--- config.mk ---
export PLATFORM = sky130hd
export DESIGN_NAME = mhba_seq
export DESIGN_NICKNAME = d
export VERILOG_FILES = /design/src/hdl/mhba_pkg.sv /design/src/hdl/mhba_seq.sv
export SDC_FILE = /design/constraint.sdc
export NUM_CORES = 1
export LEC_CHECK = 0
export BUFFER_PORTS_ARGS = -buffer_cell sky130_fd_sc_hd__buf_2
export CAP_MARGIN = 20
export CORE_ASPECT_RATIO = 1.2
export CORE_MARGIN = 1
export CORE_UTILIZATION = 40
export CTS_CLUSTER_SIZE = 40
export DETAILED_ROUTE_END_ITERATION = 8
export GPL_ROUTABILITY_DRIVEN = 0
export GPL_TIMING_DRIVEN = 0
export PLACE_DENSITY = 0.65
export SLEW_MARGIN = 15
export SYNTH_ARGS = -nofsm -noshare
export SYNTH_HDL_FRONTEND = slang
export SYNTH_SLANG_ARGS = --single-unit
--- constraint.sdc ---
create_clock -name aclk -period 3.6 [get_ports aclk]
set_clock_uncertainty 0.15 [all_clocks]
set_input_delay 0.18 -clock aclk [delete_from_list [all_inputs] [get_ports aclk]]
set_output_delay 0.18 -clock aclk [all_outputs]
set_load 0.01 [all_outputs]
--- src/hdl/mhba_pkg.sv ---
// Package for the max-heap block allocator: types, codes and the microcode program.
package mhba_pkg;

    localparam int DEPTH_DEF = 64;
    localparam int KEY_W     = 32;
    localparam int ADDR_W    = 32;
    localparam int HDR_W     = 16;
    localparam logic [HDR_W-1:0] HDR_RESET = 16'd16;
    localparam int S_DATA_W  = 104;

    typedef enum logic [1:0] {
        CMD_INSERT  = 2'd0,
        CMD_EXTRACT = 2'd1,
        CMD_OCCUPY  = 2'd2,
        CMD_NOP     = 2'd3
    } cmd_t;

    typedef enum logic [1:0] {
        ST_OK    = 2'd0,
        ST_EMPTY = 2'd1,
        ST_FULL  = 2'd2,
        ST_NOFIT = 2'd3
    } status_t;

    typedef struct packed {
        logic [KEY_W-1:0]  key;
        logic [ADDR_W-1:0] addr;
        logic              free;
    } ent_t;

    typedef struct packed {
        logic [KEY_W-1:0]  entry_size;
        logic [ADDR_W-1:0] entry_address;
        logic              entry_free;
        logic [KEY_W-1:0]  request_size;
    } in_t;

    typedef struct packed {
        status_t           status;
        logic [ADDR_W-1:0] address;
        logic [KEY_W-1:0]  size;
        logic [KEY_W-1:0]  capacity;
    } res_t;

    typedef struct packed {
        logic is_insert;
        logic is_extract;
        logic is_occupy;
        logic full;
        logic empty;
        logic at_root;
        logic parent_ge;
        logic nofit;
        logic split;
        logic no_left;
        logic ent_ge_big;
    } flags_t;

    typedef enum logic [4:0] {
        ACT_NONE,
        ACT_LATCH,
        ACT_INS_START,
        ACT_RD_PARENT,
        ACT_UP_MOVE,
        ACT_PLACE,
        ACT_SET_FULL,
        ACT_SET_EMPTY,
        ACT_SET_NOFIT,
        ACT_EXT_TAKE,
        ACT_OCC_WHOLE,
        ACT_OCC_SPLIT,
        ACT_RD_LAST,
        ACT_REM_LOAD,
        ACT_RD_KIDS,
        ACT_DN_MOVE,
        ACT_EMIT
    } act_t;

    typedef enum logic [3:0] {
        COND_ALWAYS,
        COND_NEVER,
        COND_NO_IN,
        COND_IS_INSERT,
        COND_IS_EXTRACT,
        COND_IS_OCCUPY,
        COND_FULL,
        COND_EMPTY,
        COND_AT_ROOT,
        COND_PARENT_GE,
        COND_NOFIT,
        COND_SPLIT,
        COND_NO_LEFT,
        COND_ENT_GE_BIG,
        COND_OUT_BUSY
    } cond_t;

    typedef logic [4:0] upc_t;

    typedef struct packed {
        act_t  act;
        cond_t cond;
        upc_t  target;
    } ucode_t;

    localparam upc_t P_IDLE      = 5'd0;
    localparam upc_t P_DISP      = 5'd1;
    localparam upc_t P_INS       = 5'd5;
    localparam upc_t P_UP        = 5'd7;
    localparam upc_t P_PLACE     = 5'd10;
    localparam upc_t P_ERR_FULL  = 5'd11;
    localparam upc_t P_EXT       = 5'd12;
    localparam upc_t P_OCC       = 5'd14;
    localparam upc_t P_SPLIT     = 5'd18;
    localparam upc_t P_REMOVE    = 5'd19;
    localparam upc_t P_DOWN      = 5'd21;
    localparam upc_t P_ERR_EMPTY = 5'd24;
    localparam upc_t P_ERR_NOFIT = 5'd25;
    localparam upc_t P_FIN       = 5'd26;

    // Control store: a taken condition jumps to target, otherwise fall through.
    function automatic ucode_t mhba_rom(input upc_t a);
        ucode_t w;
        w = '{act: ACT_NONE, cond: COND_ALWAYS, target: P_IDLE};
        unique case (a)
            5'd0:  w = '{act: ACT_LATCH,     cond: COND_NO_IN,      target: P_IDLE};
            5'd1:  w = '{act: ACT_NONE,      cond: COND_IS_INSERT,  target: P_INS};
            5'd2:  w = '{act: ACT_NONE,      cond: COND_IS_EXTRACT, target: P_EXT};
            5'd3:  w = '{act: ACT_NONE,      cond: COND_IS_OCCUPY,  target: P_OCC};
            5'd4:  w = '{act: ACT_NONE,      cond: COND_ALWAYS,     target: P_FIN};
            5'd5:  w = '{act: ACT_NONE,      cond: COND_FULL,       target: P_ERR_FULL};
            5'd6:  w = '{act: ACT_INS_START, cond: COND_NEVER,      target: P_IDLE};
            5'd7:  w = '{act: ACT_RD_PARENT, cond: COND_AT_ROOT,    target: P_PLACE};
            5'd8:  w = '{act: ACT_NONE,      cond: COND_PARENT_GE,  target: P_PLACE};
            5'd9:  w = '{act: ACT_UP_MOVE,   cond: COND_ALWAYS,     target: P_UP};
            5'd10: w = '{act: ACT_PLACE,     cond: COND_ALWAYS,     target: P_FIN};
            5'd11: w = '{act: ACT_SET_FULL,  cond: COND_ALWAYS,     target: P_FIN};
            5'd12: w = '{act: ACT_NONE,      cond: COND_EMPTY,      target: P_ERR_EMPTY};
            5'd13: w = '{act: ACT_EXT_TAKE,  cond: COND_ALWAYS,     target: P_REMOVE};
            5'd14: w = '{act: ACT_NONE,      cond: COND_EMPTY,      target: P_ERR_EMPTY};
            5'd15: w = '{act: ACT_NONE,      cond: COND_NOFIT,      target: P_ERR_NOFIT};
            5'd16: w = '{act: ACT_NONE,      cond: COND_SPLIT,      target: P_SPLIT};
            5'd17: w = '{act: ACT_OCC_WHOLE, cond: COND_ALWAYS,     target: P_REMOVE};
            5'd18: w = '{act: ACT_OCC_SPLIT, cond: COND_ALWAYS,     target: P_DOWN};
            5'd19: w = '{act: ACT_RD_LAST,   cond: COND_NEVER,      target: P_IDLE};
            5'd20: w = '{act: ACT_REM_LOAD,  cond: COND_ALWAYS,     target: P_DOWN};
            5'd21: w = '{act: ACT_RD_KIDS,   cond: COND_NO_LEFT,    target: P_PLACE};
            5'd22: w = '{act: ACT_NONE,      cond: COND_ENT_GE_BIG, target: P_PLACE};
            5'd23: w = '{act: ACT_DN_MOVE,   cond: COND_ALWAYS,     target: P_DOWN};
            5'd24: w = '{act: ACT_SET_EMPTY, cond: COND_ALWAYS,     target: P_FIN};
            5'd25: w = '{act: ACT_SET_NOFIT, cond: COND_ALWAYS,     target: P_FIN};
            5'd26: w = '{act: ACT_NONE,      cond: COND_OUT_BUSY,   target: P_FIN};
            5'd27: w = '{act: ACT_EMIT,      cond: COND_ALWAYS,     target: P_IDLE};
            default: w = '{act: ACT_NONE,    cond: COND_ALWAYS,     target: P_IDLE};
        endcase
        return w;
    endfunction

endpackage

--- src/hdl/mhba_seq.sv ---
// Microcode sequencer: program counter, control store lookup and branch evaluation.
module mhba_seq
    import mhba_pkg::*;
(
    input  logic   aclk,
    input  logic   aresetn,
    input  logic   in_valid,
    input  logic   out_busy,
    input  flags_t flags,
    output act_t   act
);

    upc_t   upc_reg;
    upc_t   upc_next;
    ucode_t word;
    logic   taken;

    assign word = mhba_rom(upc_reg);
    assign act  = word.act;

    always_comb begin
        unique case (word.cond)
            COND_ALWAYS:     taken = 1'b1;
            COND_NEVER:      taken = 1'b0;
            COND_NO_IN:      taken = !in_valid;
            COND_IS_INSERT:  taken = flags.is_insert;
            COND_IS_EXTRACT: taken = flags.is_extract;
            COND_IS_OCCUPY:  taken = flags.is_occupy;
            COND_FULL:       taken = flags.full;
            COND_EMPTY:      taken = flags.empty;
            COND_AT_ROOT:    taken = flags.at_root;
            COND_PARENT_GE:  taken = flags.parent_ge;
            COND_NOFIT:      taken = flags.nofit;
            COND_SPLIT:      taken = flags.split;
            COND_NO_LEFT:    taken = flags.no_left;
            COND_ENT_GE_BIG: taken = flags.ent_ge_big;
            COND_OUT_BUSY:   taken = out_busy;
            default:         taken = 1'b0;
        endcase
        upc_next = taken ? word.target : upc_reg + upc_t'(1);
    end

    always_ff @(posedge aclk) begin
        if (!aresetn) begin
            upc_reg <= P_IDLE;
        end else begin
            upc_reg <= upc_next;
        end
    end

endmodule

==> run_results.csv <==
group,metric,value,unit
outcome,outcome,"completed",
clocking,cts_buffer_depth,2,
cells_and_area,drive_above_1_share,23.0,%
die,initial_core_util,42.1,%
yosys,yosysTopAreaCellShare,24.9,%
worst_hold_path,hp-class,"in -> reg",
yosys,yosys.area.top_type,"dfxtp_1",
critical_path,startpoint_type,"flop",
sta,finalCritPeriodShare,92.6,%
sta,whs,0.339,ns
yosys,synth.avg_cell_area,8.05,um2
yosys,seq_area_frac_synth,24.9,%
critical_path,required,3.64,ns
clocking,cts_tree,"built",
cells_and_area,largest_register_ffs,14,
pwr,power.density,1010,nW/um2
clocking,clk_latency,0.27,ns
sta,period_minus_slack,3.33,ns
sta,timing.fmax,300,MHz
route,vias,1490,
critical_path,rr_endpoint,"word[10]",
critical_path,worstSetupStartpoint,"word[5]",
yosys,synth_warnings,0,
yosys,synthCells,190,
yosys,synth_area,1530,um2
place,placedCellCount,261,
sta,tightest_slew,0.504,ns
route,first_pass_iters,5,
sta,setup_violations,0,
critical_path,path_max_fanout,10,
die,die_area,4070,um2
pwr,p_leak,0.777,nW
route,ant_nets,0,
cells_and_area,synthToLayoutAreaGrowth,16.4,%
grt,grt_pass1_vias,1376,
yosys,synth.distinct_cells,52,
sta,finalHoldViolations,0,
grt,antenna_found_initial,0,
pwr,worst_ir_drop_vdd,0.000327,V
yosys,syn-num-nets,214,
critical_path,endpoint,"word[10]",
sta,slew_violations,0,
cells_and_area,n_antenna_cell,0,
flow_run,maxCapViolations,0,
clocking,cts-root-buf,"clkbuf_8",
critical_path,rr_startpoint,"word[5]",
critical_path,rr_worst_depth,12,
clocking,htreeDepth,1,
critical_path,ff2ff_setup_slack,0.27,ns
yosys,ys_ff_latch,19,
cells_and_area,fin_nets,242,
die,die_height,69.7,um
grt,grt_pass1_wl,6150,um
sta,max-slew-margin-rel,65.5,%
critical_path,worstSetupEndpointType,"flop",
yosys,async_reset_ff_share,0,%
clocking,cts.clk_slew.worst_paths,0.08,ns
clocking,cts_made_buffers,3,
cells_and_area,design_area,1780,um2
yosys,synth_edf_count,0,
yosys,ys.flop_type,"dfxtp_1",
place,dp_hpwl,2730,um
sta,rsz0062_at_grt,"false",
die,core.rowCount,24,
route,drcViolationCount,0,
grt,grt_max_degree,12,
clocking,cts.hold.buffers_added,0,
route,wl_per_cell,13.8,um
cells_and_area,instances_no_fill,269,
clocking,cts.sinks,19,
route,routed_wl,3720,um
critical_path,criticalPathCategory,"reg -> reg",
place,dpl-instance-area,1690,um2
place,io_buffers,19,
grt,grt_overflow,0,
critical_path,arrival,3.37,ns
cells_and_area,post-route-util,49.0,%
route,dr.first_iter.drc_count,76,
die,coreArea,3630,um2
grt,track_usage,19.4,%
die,die_x,58.4,um
yosys,synthTopCellsByArea,"dfxtp_1, ha_1, nand2_1",
route,vias_per_cell,5.54,
die,ioPinCount,20,
-- timing repair --
| action | CTS | global route |
|---|---|---|
| endpoints found under the setup margin | 7 | 7 |
| gates resized for setup | 2 | 3 |
| setup buffers | 1 | 3 |
| pin swaps | 1 | 1 |
-- cell usage after synthesis (3+ instances only) --
| cell | instances |
|---|---|
| and2_1 | 3 |
| nand3b_1 | 3 |
| buf_2 | 5 |
| o22ai_1 | 3 |
| o211ai_1 | 3 |
| clkbuf_1 | 3 |
| mux2i_1 | 8 |
| nor2_1 | 11 |
| inv_1 | 10 |
| dfxtp_1 | 19 |
| nand3_1 | 7 |
| o21ai_0 | 10 |
| inv_2 | 3 |
| buf_4 | 7 |
| a211oi_1 | 3 |
| nand2_1 | 23 |
| ha_1 | 9 |
| a21oi_1 | 6 |
| nand2b_1 | 5 |
| xnor2_1 | 5 |
| and3_1 | 4 |
| a31oi_1 | 3 |
-- layout make-up --
class	count	area, um2
repair buffers	23	125
well taps	52	65.1
clock buffers	3	41.3
plain buffers	15	92.6
flip-flops and latches	19	380
clock inverters	1	5.00
inverters	13	48.8
multi-input cells	143	1020
fillers	349	1850
-- placed cells by master (no fill, tap or decap), types with 4 or more instances in the layout --
cell type,netlist,layout
buf_4,7,10
xnor2_1,5,5
mux2i_1,8,8
and3_1,4,4
nand2_1,23,23
nor2_1,11,11
ha_1,9,9
inv_1,10,10
a21oi_1,6,6
dfxtp_1,19,19
buf_2,5,24
o21ai_0,10,10
nand3_1,7,7
nand2b_1,5,5
-- per-stage QoR --
step | power (mW) | TNS, ns | setup slack [ns]
global route | 1.95 | 0 | 0.0469
global placement | 1.55 | -0.955 | -0.295
detailed placement | 1.56 | -1.02 | -0.305
CTS | 1.74 | 0 | 0.00137
finish | 1.80 | 0 | 0.267
floorplan | 1.30 | 0 | 0.337
-- worst min-delay path by stage --
stage,startpoint,endpoint,slack (ns),cells past startpoint
floorplan,word[1],upc_reg[1],0.41,2
detailed placement,word[1],upc_reg[1],0.46,2
CTS,aresetn,word[10],0.34,5
finish,aresetn,word[10],0.34,5
global route,aresetn,word[10],0.40,5
global placement,word[1],upc_reg[1],0.47,2
-- metal layers --
metal  part of all wire (%)  track usage, %  up-vias  wire length (um)
li1                       -               -      734                 -
met1                     41            25.4      673              1540
met2                     49            31.5       72              1810
met3                    7.6            1.31       11               281
met4                    2.4            9.52        0                89
met5                      0               0        -                 0
-- where the power goes --
part	leakage (nW)	total (mW)	internal (mW)	switching, mW
Combinational	0.594	1.27	0.572	0.700
Clock	0.0255	0.152	0.0772	0.0750
Sequential	0.157	0.371	0.298	0.0731
-- critical path, stage by stage, from the launching register on --
cell and delay, ns:
dfxtp_1 0.31, buf_4 0.17, mux2i_1 0.21, o221ai_1 0.16
a2111oi_4 0.40, buf_6 0.20, mux2i_1 0.15, nor2b_4 0.25
inv_1 0.13, ha_1 0.38, nor2_1 0.06, or4_1 0.50
a31oi_1 0.19
-- cell families after synthesis --
kind of cell / after synthesis / share of synthesized area, %
AOI/OAI and AO/OA: 50 / 24.7
xor gates and xnor gates: 6 / 3.44
adders and majority gates: 9 / 7.37
buffers and inverters: 28 / 9.00
DFF: 19 / 24.9
muxes: 12 / 8.67
and+or+nand+nor: 66 / 21.9
(Power assumes the default switching activity.)
